### config.mk
export PLATFORM = sky130hd
export DESIGN_NAME = phasic_gated_laser_stimulator_top_flat
export DESIGN_NICKNAME = d
export VERILOG_FILES = /design/src/rtl/core/pgls_pkg.sv /design/src/rtl/core/pgls_if.sv /design/src/rtl/core/pgls_ramp_shaper.sv /design/src/rtl/core/pgls_step_engine.sv /design/src/rtl/core/phasic_gated_laser_stimulator_top.sv /design/src/flat_wrapper.sv
export VERILOG_INCLUDE_DIRS = /design/src /design/src/rtl/core
export SDC_FILE = /design/constraint.sdc
export NUM_CORES = 1
export LEC_CHECK = 0
export BUFFER_PORTS_ARGS = -buffer_cell sky130_fd_sc_hd__buf_2
export CORE_ASPECT_RATIO = 1.4
export CORE_MARGIN = 1.5
export CORE_UTILIZATION = 55
export DETAILED_ROUTE_END_ITERATION = 6
export PLACE_DENSITY = 0.77
export SYNTH_ARGS = -nofsm -noshare
export SYNTH_HDL_FRONTEND = slang
export SYNTH_HIERARCHICAL = 1
export SYNTH_SLANG_ARGS = --single-unit
### constraint.sdc
create_clock -name clk_i -period 23.7 [get_ports clk_i]
set_clock_uncertainty 0.2 [all_clocks]
set_input_delay 4.74 -clock clk_i [delete_from_list [all_inputs] [get_ports clk_i]]
set_output_delay 4.74 -clock clk_i [all_outputs]
set_load 0.05 [all_outputs]
### src/rtl/core/phasic_gated_laser_stimulator_top_macros.svh
// Assertion shorthands for the stimulator RTL.
`ifndef PHASIC_GATED_LASER_STIMULATOR_TOP_MACROS_SVH
`define PHASIC_GATED_LASER_STIMULATOR_TOP_MACROS_SVH

// Same-cycle implication, sampled on the rising clock edge, off while in reset.
`define PGLS_ASSERT_IMP(label, clk, rstn, ante, cons, msg) \
  label: assert property (@(posedge clk) disable iff (!(rstn)) (ante) |-> (cons)) \
    else $error(msg);

// Next-cycle implication, sampled on the rising clock edge, off while in reset.
`define PGLS_ASSERT_NXT(label, clk, rstn, ante, cons, msg) \
  label: assert property (@(posedge clk) disable iff (!(rstn)) (ante) |=> (cons)) \
    else $error(msg);

`endif

### src/rtl/core/pgls_pkg.sv
`timescale 1ns / 1ps
`default_nettype none

package pgls_pkg;

  localparam int DEF_SAMPLE_BITS = 12;
  localparam int DEF_DAC_BITS    = 12;
  localparam int DEF_COUNT_BITS  = 24;
  localparam int DEF_RAMP_STEPS  = 64;

  localparam int REG_IDX_W = 3;

  // Register reset values
  localparam int unsigned RST_ON_LEVEL     = 4095;
  localparam int unsigned RST_BASE_LEVEL   = 0;
  localparam int unsigned RST_RAMP_RATE    = 16777;
  localparam int unsigned RST_PULSE_TICKS  = 10000;
  localparam int unsigned RST_PERIOD_TICKS = 100000;

  localparam logic [63:0] Q30_ONE = 64'd1 << 30;

  typedef enum logic [REG_IDX_W-1:0] {
    REG_STIM_MODE    = 3'd0,
    REG_RAMP_SHAPE   = 3'd1,
    REG_ON_LEVEL     = 3'd2,
    REG_BASE_LEVEL   = 3'd3,
    REG_RAMP_RATE    = 3'd4,
    REG_PULSE_TICKS  = 3'd5,
    REG_PERIOD_TICKS = 3'd6
  } pgls_reg_e;

  typedef enum logic [1:0] {
    MODE_HIGH_GATE  = 2'd0,
    MODE_LOW_GATE   = 2'd1,
    MODE_LOW_TRAIN  = 2'd2,
    MODE_FREE_TRAIN = 2'd3
  } pgls_mode_e;

  typedef enum logic [2:0] {
    PH_IDLE  = 3'd0,
    PH_GRISE = 3'd1,
    PH_GON   = 3'd2,
    PH_PRISE = 3'd3,
    PH_PHOLD = 3'd4,
    PH_FALL  = 3'd5
  } pgls_phase_e;

  typedef struct packed {
    logic        pend;
    pgls_phase_e phase;
  } pgls_stat_t;

  // Restoring long division, used only to build constant tables.
  function automatic logic [63:0] udiv64(input logic [63:0] num, input logic [63:0] den);
    logic [63:0] quo;
    logic [64:0] rem;
    quo = '0;
    rem = '0;
    for (int b = 63; b >= 0; b--) begin
      rem = {rem[63:0], num[b]};
      if (rem >= {1'b0, den}) begin
        rem    = rem - {1'b0, den};
        quo[b] = 1'b1;
      end
    end
    return quo;
  endfunction

  // Sigmoid entry in units of 2^-dac_bits: exp() from a 4th order series of x/64,
  // then squared six times, all in Q30.
  function automatic logic [63:0] sig_entry(input int unsigned idx, input int unsigned steps,
                                            input int unsigned dac_bits);
    logic [63:0] a;
    logic [63:0] b;
    logic [63:0] p;
    logic [63:0] y;
    logic [63:0] y2;
    logic [63:0] y3;
    logic [63:0] y4;
    logic [63:0] e;
    logic [63:0] den;
    logic [63:0] num;
    logic        pos;
    a   = 64'(idx) * 64'd10;
    b   = 64'(steps) * 64'd5;
    pos = (a >= b);
    p   = pos ? (a - b) : (b - a);
    y   = udiv64(p << 30, 64'(steps) * 64'd64);
    y2  = (y * y) >> 30;
    y3  = (y2 * y) >> 30;
    y4  = (y3 * y) >> 30;
    e   = (Q30_ONE + y2 / 64'd2 + y4 / 64'd24) - (y + y3 / 64'd6);
    for (int k = 0; k < 6; k++) begin
      e = (e * e) >> 30;
    end
    den = Q30_ONE + e;
    num = pos ? (Q30_ONE << dac_bits) : (e << dac_bits);
    return udiv64(num + (den >> 1), den);
  endfunction

endpackage

`default_nettype wire

### src/rtl/core/pgls_if.sv
`timescale 1ns / 1ps
`default_nettype none

interface pgls_in_if #(
  parameter int SAMPLE_BITS = pgls_pkg::DEF_SAMPLE_BITS
) ();
  logic                   valid;
  logic                   ready;
  logic [SAMPLE_BITS-1:0] signal_sample;
  logic [SAMPLE_BITS-1:0] threshold_sample;
  logic                   enable;

  modport source (output valid, signal_sample, threshold_sample, enable, input ready);
  modport sink   (input valid, signal_sample, threshold_sample, enable, output ready);
endinterface

interface pgls_out_if #(
  parameter int DAC_BITS = pgls_pkg::DEF_DAC_BITS
) ();
  logic                valid;
  logic                ready;
  logic [DAC_BITS-1:0] dac_code;
  logic                light_on;
  logic                high_phase;
  logic                busy_res;

  modport source (output valid, dac_code, light_on, high_phase, busy_res, input ready);
  modport sink   (input valid, dac_code, light_on, high_phase, busy_res, output ready);
endinterface

`default_nettype wire

### src/rtl/core/pgls_ramp_shaper.sv
`timescale 1ns / 1ps
`default_nettype none

module pgls_ramp_shaper #(
  parameter int DAC_BITS   = pgls_pkg::DEF_DAC_BITS,
  parameter int COUNT_BITS = pgls_pkg::DEF_COUNT_BITS,
  parameter int RAMP_STEPS = pgls_pkg::DEF_RAMP_STEPS
) (
  input  logic [COUNT_BITS-1:0] acc_i,
  input  logic                  fall_i,
  input  logic [DAC_BITS-1:0]   on_level_i,
  input  logic [DAC_BITS-1:0]   base_level_i,
  output logic [DAC_BITS-1:0]   level_o
);

  localparam int IdxW  = $clog2(RAMP_STEPS);
  localparam int ProdW = COUNT_BITS + IdxW;
  localparam logic [DAC_BITS:0]     FullFrac = {1'b1, {DAC_BITS{1'b0}}};
  localparam logic [2*DAC_BITS:0]   Half     = (2*DAC_BITS+1)'(1) << (DAC_BITS - 1);

  logic [DAC_BITS:0]   sig_tab [RAMP_STEPS];
  logic [ProdW-1:0]    pos_prod;
  logic [IdxW-1:0]     idx;
  logic [DAC_BITS:0]   frac;
  logic                up;
  logic [DAC_BITS-1:0] diff;
  logic [2*DAC_BITS:0] scaled;
  logic [DAC_BITS-1:0] step;

  for (genvar g = 0; g < RAMP_STEPS; g++) begin : g_tab
    assign sig_tab[g] = (DAC_BITS+1)'(pgls_pkg::sig_entry(g, RAMP_STEPS, DAC_BITS));
  end

  always_comb begin
    pos_prod = ProdW'(acc_i) * ProdW'(RAMP_STEPS);
    idx      = pos_prod[ProdW-1:COUNT_BITS];
    frac     = fall_i ? (FullFrac - sig_tab[idx]) : sig_tab[idx];
    up       = (on_level_i >= base_level_i);
    diff     = up ? (on_level_i - base_level_i) : (base_level_i - on_level_i);
    scaled   = (2*DAC_BITS+1)'(diff) * (2*DAC_BITS+1)'(frac) + Half;
    step     = scaled[2*DAC_BITS-1:DAC_BITS];
    level_o  = up ? (base_level_i + step) : (base_level_i - step);
  end

endmodule

`default_nettype wire

### src/rtl/core/pgls_step_engine.sv
`timescale 1ns / 1ps
`default_nettype none

module pgls_step_engine #(
  parameter int SAMPLE_BITS = pgls_pkg::DEF_SAMPLE_BITS,
  parameter int DAC_BITS    = pgls_pkg::DEF_DAC_BITS,
  parameter int COUNT_BITS  = pgls_pkg::DEF_COUNT_BITS,
  parameter int RAMP_STEPS  = pgls_pkg::DEF_RAMP_STEPS
) (
  input  logic                  clk_i,
  input  logic                  rst_ni,
  pgls_in_if.sink               in_if,
  pgls_out_if.source            out_if,
  input  pgls_pkg::pgls_mode_e  stim_mode_i,
  input  logic                  ramp_shape_i,
  input  logic [DAC_BITS-1:0]   on_level_i,
  input  logic [DAC_BITS-1:0]   base_level_i,
  input  logic [COUNT_BITS-1:0] ramp_rate_i,
  input  logic [COUNT_BITS-1:0] pulse_ticks_i,
  input  logic [COUNT_BITS-1:0] period_ticks_i,
  output pgls_pkg::pgls_stat_t  stat_o
);

  localparam int CmpW = SAMPLE_BITS + 4;
  localparam logic [COUNT_BITS-1:0] CntMax = '1;

  // input stage
  logic                   pend_q;
  logic [SAMPLE_BITS-1:0] sig_q;
  logic [SAMPLE_BITS-1:0] thr_q;
  logic                   en_q;

  // tick state
  pgls_pkg::pgls_phase_e  phase_q, phase_d;
  logic                   flag_q, flag_d;
  logic [COUNT_BITS-1:0]  acc_q, acc_d;
  logic [COUNT_BITS-1:0]  hold_q, hold_d;
  logic [COUNT_BITS-1:0]  pc_q, pc_d;

  // result stage
  logic                   out_valid_q;
  logic [DAC_BITS-1:0]    dac_q, dac_d;
  logic                   light_q, light_d;
  logic                   busy_q, busy_d;

  logic                   adv;
  logic                   in_acc;
  logic                   above;
  logic                   below;
  logic [CmpW-1:0]        sig_x10;
  logic [CmpW-1:0]        thr_x9;

  pgls_pkg::pgls_phase_e  phase1;
  logic [COUNT_BITS-1:0]  acc1;
  logic [COUNT_BITS-1:0]  hold1;
  logic                   pc_clr;
  logic                   do_off;
  logic                   do_gate;
  logic                   do_pulse;
  logic                   is_idle;
  logic                   is_gon;

  logic [COUNT_BITS-1:0]  rate_eff;
  logic [COUNT_BITS:0]    ramp_sum;
  logic                   ramp_done;
  logic [DAC_BITS-1:0]    ramp_level;
  logic [COUNT_BITS-1:0]  pc_base;

  assign adv          = pend_q && (!out_valid_q || out_if.ready);
  assign in_if.ready  = !pend_q || adv;
  assign in_acc       = in_if.valid && in_if.ready;

  // below: sig < floor(9*thr/10) is the same as 10*(sig+1) <= 9*thr
  assign sig_x10 = (CmpW'(sig_q) + CmpW'(1)) * CmpW'(10);
  assign thr_x9  = CmpW'(thr_q) * CmpW'(9);
  assign above   = (sig_q > thr_q);
  assign below   = (sig_x10 <= thr_x9);

  assign is_idle = (phase_q == pgls_pkg::PH_IDLE);
  assign is_gon  = (phase_q == pgls_pkg::PH_GON);

  // decide: phase flag and light start/stop while idle or gate-on; pulse end in pulse hold
  always_comb begin
    flag_d   = flag_q;
    do_off   = 1'b0;
    do_gate  = 1'b0;
    do_pulse = 1'b0;
    if (phase_q == pgls_pkg::PH_PHOLD) begin
      do_off = (hold_q >= pulse_ticks_i);
    end else if (is_idle || is_gon) begin
      if (above) flag_d = 1'b1;
      if (below) flag_d = 1'b0;
      if (!en_q) begin
        do_off = is_gon;
      end else begin
        unique case (stim_mode_i)
          pgls_pkg::MODE_HIGH_GATE: begin
            if (above && is_idle) do_gate = 1'b1;
            else if (below && is_gon) do_off = 1'b1;
          end
          pgls_pkg::MODE_LOW_GATE: begin
            if (above && is_gon) do_off = 1'b1;
            else if (below && is_idle) do_gate = 1'b1;
          end
          pgls_pkg::MODE_LOW_TRAIN, pgls_pkg::MODE_FREE_TRAIN: begin
            if (is_gon) begin
              do_off = 1'b1;
            end else if ((stim_mode_i == pgls_pkg::MODE_FREE_TRAIN || !flag_d) &&
                         pc_q >= period_ticks_i) begin
              do_pulse = 1'b1;
            end
          end
        endcase
      end
    end
  end

  always_comb begin
    phase1 = phase_q;
    acc1   = acc_q;
    hold1  = hold_q;
    pc_clr = 1'b0;
    priority if (do_off) begin
      acc1   = '0;
      phase1 = ramp_shape_i ? pgls_pkg::PH_FALL : pgls_pkg::PH_IDLE;
    end else if (do_gate) begin
      acc1   = '0;
      hold1  = '0;
      phase1 = ramp_shape_i ? pgls_pkg::PH_GRISE : pgls_pkg::PH_GON;
    end else if (do_pulse) begin
      acc1   = '0;
      hold1  = '0;
      phase1 = ramp_shape_i ? pgls_pkg::PH_PRISE : pgls_pkg::PH_PHOLD;
      pc_clr = 1'b1;
    end else begin
      phase1 = phase_q;
    end
  end

  assign rate_eff  = (ramp_rate_i == '0) ? COUNT_BITS'(1) : ramp_rate_i;
  assign ramp_sum  = {1'b0, acc1} + {1'b0, rate_eff};
  assign ramp_done = ramp_sum[COUNT_BITS];

  pgls_ramp_shaper #(
    .DAC_BITS   (DAC_BITS),
    .COUNT_BITS (COUNT_BITS),
    .RAMP_STEPS (RAMP_STEPS)
  ) u_shaper (
    .acc_i        (acc1),
    .fall_i       (phase1 == pgls_pkg::PH_FALL),
    .on_level_i   (on_level_i),
    .base_level_i (base_level_i),
    .level_o      (ramp_level)
  );

  // light output and ramp/hold advance
  always_comb begin
    phase_d = phase1;
    acc_d   = acc1;
    hold_d  = hold1;
    dac_d   = '0;
    unique case (phase1)
      pgls_pkg::PH_GRISE, pgls_pkg::PH_PRISE: begin
        dac_d = ramp_level;
        if (ramp_done) begin
          acc_d   = '0;
          hold_d  = '0;
          phase_d = (phase1 == pgls_pkg::PH_PRISE) ? pgls_pkg::PH_PHOLD : pgls_pkg::PH_GON;
        end else begin
          acc_d = ramp_sum[COUNT_BITS-1:0];
        end
      end
      pgls_pkg::PH_GON: begin
        dac_d = on_level_i;
      end
      pgls_pkg::PH_PHOLD: begin
        dac_d = on_level_i;
        if (hold1 != CntMax) hold_d = hold1 + COUNT_BITS'(1);
      end
      pgls_pkg::PH_FALL: begin
        dac_d = ramp_level;
        if (ramp_done) begin
          acc_d   = '0;
          phase_d = pgls_pkg::PH_IDLE;
        end else begin
          acc_d = ramp_sum[COUNT_BITS-1:0];
        end
      end
      default: begin
        dac_d = ramp_shape_i ? base_level_i : '0;
      end
    endcase
  end

  // period counter: saturating enabled ticks since pulse start; disable clears or presets
  always_comb begin
    pc_base = pc_clr ? '0 : pc_q;
    if (!en_q) begin
      pc_d = (stim_mode_i == pgls_pkg::MODE_FREE_TRAIN) ? period_ticks_i : '0;
    end else if (pc_base != CntMax) begin
      pc_d = pc_base + COUNT_BITS'(1);
    end else begin
      pc_d = pc_base;
    end
  end

  assign light_d = (phase_d != pgls_pkg::PH_IDLE);
  assign busy_d  = (phase_d == pgls_pkg::PH_GRISE) || (phase_d == pgls_pkg::PH_PRISE) ||
                   (phase_d == pgls_pkg::PH_PHOLD) || (phase_d == pgls_pkg::PH_FALL);

  always_ff @(posedge clk_i or negedge rst_ni) begin
    if (!rst_ni) begin
      pend_q      <= 1'b0;
      out_valid_q <= 1'b0;
      phase_q     <= pgls_pkg::PH_IDLE;
      flag_q      <= 1'b0;
      acc_q       <= '0;
      hold_q      <= '0;
      pc_q        <= '0;
    end else begin
      if (in_acc) begin
        pend_q <= 1'b1;
      end else if (adv) begin
        pend_q <= 1'b0;
      end
      if (adv) begin
        out_valid_q <= 1'b1;
        phase_q     <= phase_d;
        flag_q      <= flag_d;
        acc_q       <= acc_d;
        hold_q      <= hold_d;
        pc_q        <= pc_d;
      end else if (out_if.ready) begin
        out_valid_q <= 1'b0;
      end
    end
  end

  // payload: load the input word on accept, the result word on advance
  always_ff @(posedge clk_i) begin
    if (in_acc) begin
      sig_q <= in_if.signal_sample;
      thr_q <= in_if.threshold_sample;
      en_q  <= in_if.enable;
    end
    if (adv) begin
      dac_q   <= dac_d;
      light_q <= light_d;
      busy_q  <= busy_d;
    end
  end

  assign out_if.valid      = out_valid_q;
  assign out_if.dac_code   = dac_q;
  assign out_if.light_on   = light_q;
  assign out_if.high_phase = flag_q;
  assign out_if.busy_res   = busy_q;

  assign stat_o.pend  = pend_q;
  assign stat_o.phase = phase_q;

endmodule

`default_nettype wire

### src/rtl/core/phasic_gated_laser_stimulator_top.sv
// Channel  Dir  Handshake     Word
// in_if    in   valid/ready   signal_sample, threshold_sample, enable
// out_if   out  valid/ready   dac_code, light_on, high_phase, busy_res
// cfg      in   cfg_we_i      cfg_idx_i selects the register, cfg_data_i
//
// Throughput is one word per cycle while results are taken; an accepted word passes the input
// register, then the result register. The rate rests on the state update in the step engine.
// Reset is asynchronous, active low: registers return to defaults, light idle.
// A stalled result holds the step engine; one more word waits in the input register.
`timescale 1ns / 1ps
`default_nettype none

`include "phasic_gated_laser_stimulator_top_macros.svh"

module phasic_gated_laser_stimulator_top #(
  parameter int SAMPLE_BITS = pgls_pkg::DEF_SAMPLE_BITS,
  parameter int DAC_BITS    = pgls_pkg::DEF_DAC_BITS,
  parameter int COUNT_BITS  = pgls_pkg::DEF_COUNT_BITS,
  parameter int RAMP_STEPS  = pgls_pkg::DEF_RAMP_STEPS,
  localparam int CfgW       = (COUNT_BITS > DAC_BITS) ? COUNT_BITS : DAC_BITS
) (
  input  logic                           clk_i,
  input  logic                           rst_ni,
  pgls_in_if.sink                        in_if,
  pgls_out_if.source                     out_if,
  input  logic                           cfg_we_i,
  input  logic [pgls_pkg::REG_IDX_W-1:0] cfg_idx_i,
  input  logic [CfgW-1:0]                cfg_data_i
);

  pgls_pkg::pgls_mode_e  stim_mode_q;
  logic                  ramp_shape_q;
  logic [DAC_BITS-1:0]   on_level_q;
  logic [DAC_BITS-1:0]   base_level_q;
  logic [COUNT_BITS-1:0] ramp_rate_q;
  logic [COUNT_BITS-1:0] pulse_ticks_q;
  logic [COUNT_BITS-1:0] period_ticks_q;
  pgls_pkg::pgls_stat_t  stat;

  always_ff @(posedge clk_i or negedge rst_ni) begin
    if (!rst_ni) begin
      stim_mode_q    <= pgls_pkg::MODE_HIGH_GATE;
      ramp_shape_q   <= 1'b1;
      on_level_q     <= DAC_BITS'(pgls_pkg::RST_ON_LEVEL);
      base_level_q   <= DAC_BITS'(pgls_pkg::RST_BASE_LEVEL);
      ramp_rate_q    <= COUNT_BITS'(pgls_pkg::RST_RAMP_RATE);
      pulse_ticks_q  <= COUNT_BITS'(pgls_pkg::RST_PULSE_TICKS);
      period_ticks_q <= COUNT_BITS'(pgls_pkg::RST_PERIOD_TICKS);
    end else if (cfg_we_i) begin
      unique case (pgls_pkg::pgls_reg_e'(cfg_idx_i))
        pgls_pkg::REG_STIM_MODE:    stim_mode_q    <= pgls_pkg::pgls_mode_e'(cfg_data_i[1:0]);
        pgls_pkg::REG_RAMP_SHAPE:   ramp_shape_q   <= cfg_data_i[0];
        pgls_pkg::REG_ON_LEVEL:     on_level_q     <= cfg_data_i[DAC_BITS-1:0];
        pgls_pkg::REG_BASE_LEVEL:   base_level_q   <= cfg_data_i[DAC_BITS-1:0];
        pgls_pkg::REG_RAMP_RATE:    ramp_rate_q    <= cfg_data_i[COUNT_BITS-1:0];
        pgls_pkg::REG_PULSE_TICKS:  pulse_ticks_q  <= cfg_data_i[COUNT_BITS-1:0];
        pgls_pkg::REG_PERIOD_TICKS: period_ticks_q <= cfg_data_i[COUNT_BITS-1:0];
        default: ;  // drop writes to unused indexes
      endcase
    end
  end

  pgls_step_engine #(
    .SAMPLE_BITS (SAMPLE_BITS),
    .DAC_BITS    (DAC_BITS),
    .COUNT_BITS  (COUNT_BITS),
    .RAMP_STEPS  (RAMP_STEPS)
  ) u_engine (
    .clk_i          (clk_i),
    .rst_ni         (rst_ni),
    .in_if          (in_if),
    .out_if         (out_if),
    .stim_mode_i    (stim_mode_q),
    .ramp_shape_i   (ramp_shape_q),
    .on_level_i     (on_level_q),
    .base_level_i   (base_level_q),
    .ramp_rate_i    (ramp_rate_q),
    .pulse_ticks_i  (pulse_ticks_q),
    .period_ticks_i (period_ticks_q),
    .stat_o         (stat)
  );

  `PGLS_ASSERT_IMP(a_busy_lit, clk_i, rst_ni, out_if.valid && out_if.busy_res, out_if.light_on, "busy result with light off")
  `PGLS_ASSERT_NXT(a_stall_keep, clk_i, rst_ni, out_if.valid && !out_if.ready && stat.pend, stat.pend, "pending word lost under stall")
  `PGLS_ASSERT_NXT(a_stall_phase, clk_i, rst_ni, out_if.valid && !out_if.ready, $stable(stat.phase), "light phase moved under stall")

endmodule

`default_nettype wire

### src/flat_wrapper.sv
// flat-port wrapper written by rule: the top's interface ports become plain ports
module phasic_gated_laser_stimulator_top_flat 
#(
  parameter int SAMPLE_BITS = pgls_pkg::DEF_SAMPLE_BITS,
  parameter int DAC_BITS    = pgls_pkg::DEF_DAC_BITS,
  parameter int COUNT_BITS  = pgls_pkg::DEF_COUNT_BITS,
  parameter int RAMP_STEPS  = pgls_pkg::DEF_RAMP_STEPS,
  localparam int CfgW       = (COUNT_BITS > DAC_BITS) ? COUNT_BITS : DAC_BITS
)
  (clk_i, rst_ni, cfg_we_i, cfg_idx_i, cfg_data_i, in_if_valid, in_if_signal_sample, in_if_threshold_sample, in_if_enable, in_if_ready, out_if_valid, out_if_dac_code, out_if_light_on, out_if_high_phase, out_if_busy_res, out_if_ready);
  pgls_in_if #(.SAMPLE_BITS(SAMPLE_BITS)) in_if_i ();
  pgls_out_if #(.DAC_BITS(DAC_BITS)) out_if_i ();
  input  logic clk_i;
  input  logic rst_ni;
  input  logic cfg_we_i;
  input  logic [pgls_pkg::REG_IDX_W-1:0] cfg_idx_i;
  input  logic [CfgW-1:0] cfg_data_i;
  input wire logic [$bits(in_if_i.valid)-1:0] in_if_valid;
  input wire logic [$bits(in_if_i.signal_sample)-1:0] in_if_signal_sample;
  input wire logic [$bits(in_if_i.threshold_sample)-1:0] in_if_threshold_sample;
  input wire logic [$bits(in_if_i.enable)-1:0] in_if_enable;
  output wire logic [$bits(in_if_i.ready)-1:0] in_if_ready;
  output wire logic [$bits(out_if_i.valid)-1:0] out_if_valid;
  output wire logic [$bits(out_if_i.dac_code)-1:0] out_if_dac_code;
  output wire logic [$bits(out_if_i.light_on)-1:0] out_if_light_on;
  output wire logic [$bits(out_if_i.high_phase)-1:0] out_if_high_phase;
  output wire logic [$bits(out_if_i.busy_res)-1:0] out_if_busy_res;
  input wire logic [$bits(out_if_i.ready)-1:0] out_if_ready;
  assign in_if_i.valid = in_if_valid;
  assign in_if_i.signal_sample = in_if_signal_sample;
  assign in_if_i.threshold_sample = in_if_threshold_sample;
  assign in_if_i.enable = in_if_enable;
  assign in_if_ready = in_if_i.ready;
  assign out_if_valid = out_if_i.valid;
  assign out_if_dac_code = out_if_i.dac_code;
  assign out_if_light_on = out_if_i.light_on;
  assign out_if_high_phase = out_if_i.high_phase;
  assign out_if_busy_res = out_if_i.busy_res;
  assign out_if_i.ready = out_if_ready;
  phasic_gated_laser_stimulator_top #(.SAMPLE_BITS(SAMPLE_BITS), .DAC_BITS(DAC_BITS), .COUNT_BITS(COUNT_BITS), .RAMP_STEPS(RAMP_STEPS)) u_core (.clk_i(clk_i), .rst_ni(rst_ni), .in_if(in_if_i), .out_if(out_if_i), .cfg_we_i(cfg_we_i), .cfg_idx_i(cfg_idx_i), .cfg_data_i(cfg_data_i));
endmodule
==> impl_metrics.tcl <==
set metrics [dict create \
    drive_gt1_frac 0.127 \
    diodes 0 \
    synth_nets 2922 \
    maxCapViolations 0 \
    antenna_found_initial 0 \
    cts_tree "built" \
    multi_input_area_mm2 0.0154 \
    path_clk_slew_ns 0.07 \
    cts_sinks 216 \
    endpoint_kind "flop" \
    r2r_cells 63 \
    grt_max_degree 109 \
    rsz0062_at_grt "no" \
    hold_depth 1 \
    setup_viol 0 \
    fin_util 0.587 \
    slew_headroom 0.213 \
    synth_area_per_cell_um2 9.13 \
    cp_max_fo 45 \
    seqCellArea_mm2 0.00564 \
    cts_setup_buffers 0 \
    layout.nets 2925 \
    drv_slew 0 \
    start_kind "flop" \
    port_buffers 73 \
    grt_first_pass_wirelength_um 98300 \
    synth_cells 2494 \
    hold_class "flop to flop" \
    cts-resized-gates 0 \
    drt-pass1-iter-count 6 \
    ant_nets 0 \
    cts_root_buf "clkbuf_16" \
    cts_buffers 22 \
    cp.arrival_ns 17.27 \
    fin_tns_setup_ns 0 \
    syn-cell-area_mm2 0.0228 \
    hold_viol_final 0 \
    area_growth_pct 5.95 \
    overflow 0 \
    rows 88 \
    outcome "completed" \
    critPathKind "flop to flop" \
    worst_pin_slew_ns 1.18 \
    slowest_delay_ns 0.92 \
    fin_crit_sh 0.726 \
    vias 18829 \
    pin_count 74 \
    crit_slowest_cell "xnor2_1" \
    reg2reg_setup_slack_ns 6.49 \
    detail_route.wl_per_cell_um 20.0 \
    die_w_um 175 \
    first_global_vias 19314 \
    grt_usage 0.286 \
    ys_warn_count 6 \
    period_needed_ns 17.21 \
    start_util 0.554 \
    cp.required_ns 23.75 \
    dp_hpwl_um 47000 \
    postCtsHoldBufs 0 \
    drt-initial-drc-count 1326 \
    fill_cells 3567 \
    die_height_um 244 \
    insertion_delay_ns 0.53 \
    drc 0 \
    place.gp.congestion 0.966 \
    timing.hold.ws_ns 0.287 \
    core_area_mm2 0.0411 \
    reg2reg_from "u_core/u_engine/sig_q[0]$_DFFE_PP_" \
    h-tree-depth 1 \
    finalWirelength_um 61100 \
    crit_top_cell "ha_1" \
    fp.dieArea_mm2 0.0426 \
    min_from "u_core/u_engine/acc_q[21]$_DFFE_PN0P_" \
    crit_start "u_core/u_engine/sig_q[0]$_DFFE_PP_" \
    viasPerCell 6.17 \
    clock_path_buffers 3 \
    fmax_mhz 58.1 \
]
==> flip-flops by register name (all words and copies together) (netlist names) <==
| name | flops |
|---|---|
| u_core/u_engine/phase_q | 3 |
| u_core/u_engine/en_q | 1 |
| u_core/u_engine/out_if.valid | 1 |
| u_core/u_engine/thr_q | 12 |
| u_core/u_engine/acc_q | 24 |
| u_core/pulse_ticks_q | 24 |
| u_core/ramp_rate_q | 24 |
| u_core/u_engine/out_if.dac_code | 12 |
| u_core/u_engine/hold_q | 24 |
| u_core/period_ticks_q | 24 |
| u_core/u_engine/out_if.high_phase | 1 |
| u_core/u_engine/pend_q | 1 |
| u_core/u_engine/out_if.light_on | 1 |
| u_core/u_engine/pc_q | 24 |
| u_core/u_engine/sig_q | 12 |
| u_core/on_level_q | 12 |
| u_core/base_level_q | 12 |
| u_core/u_engine/out_if.busy_res | 1 |
| u_core/stim_mode_q | 2 |
| u_core/ramp_shape_q | 1 |
==> worst paths after layout <==
check / endpoint
setup / recovery: u_core/u_engine/out_if.dac_code[11]$_DFFE_PP_
hold / removal: u_core/u_engine/acc_q[21]$_DFFE_PN0P_
setup reg to reg: u_core/u_engine/out_if.dac_code[11]$_DFFE_PP_
hold reg to reg: u_core/u_engine/acc_q[21]$_DFFE_PN0P_
max in group asynchronous: u_core/period_ticks_q[0]$_DFFE_PN0P_
min in group asynchronous: u_core/u_engine/acc_q[17]$_DFFE_PN0P_
==> final cells by class <==
type	count	area share
sequential	216	0.234
inverter	294	0.0458
clock inverter	13	0.00685
multi-input combinational	1865	0.638
clock buffer	27	0.0240
tap	540	0.0280
timing repair buffer	98	0.0232
==> metal layers <==
metal	part of all wire	global-route usage
met1	0.38	0.319
met2	0.52	0.530
met3	0.045	0.0239
met4	0.061	0.166
met5	0	0
==> placed cells by master (no fill, tap or decap), drive strengths merged, types with 12 or more instances in the layout <==
cell     instances
o2111ai         12
o211ai          26
a22o            24
mux2           102
a211oi          19
o21a            12
or3             22
and3            53
nand4           33
o31ai           12
nor2           150
o21bai          17
xor2            29
clkbuf          27
a22oi           12
a21o            28
and2            30
nor2b           21
buf             98
ha             257
xnor2           87
nand3           49
a211o           12
dfstp           29
a21oi          149
nand2b          46
fa             114
o21ai           99
nand2          209
dfrtp          148
o221ai          14
inv            294
edfxtp          39
nor3            33
nor4            18
a31oi           20
==> critical path: cells and delay by family (launching register included) <==
family                     cells  cell delay [ns]
DFF                            1             0.45
and+or+nand+nor               14             2.96
AOI/OAI and AO/OA             20             4.01
adders and majority gates     13             5.31
muxes                          1             0.48
buffers and inverters          7             1.31
xor gates and xnor gates       8             2.19
==> stage by stage <==
stage / std cells / setup WS [ns] / cell area, um2
2_1_floorplan: 2494 / 8.95 / 22800
3_3_place_gp: 3013 / 7.26 / 23400
3_5_place_dp: 3013 / 6.68 / 23400
4_1_cts: 3053 / 6.58 / 24100
5_1_grt: 3053 / 5.30 / 24100
6_report: 3053 / 6.49 / 24100
Power is not shown: default switching activity piles up to over one toggle a cycle in this logic, so the estimate is an artifact.
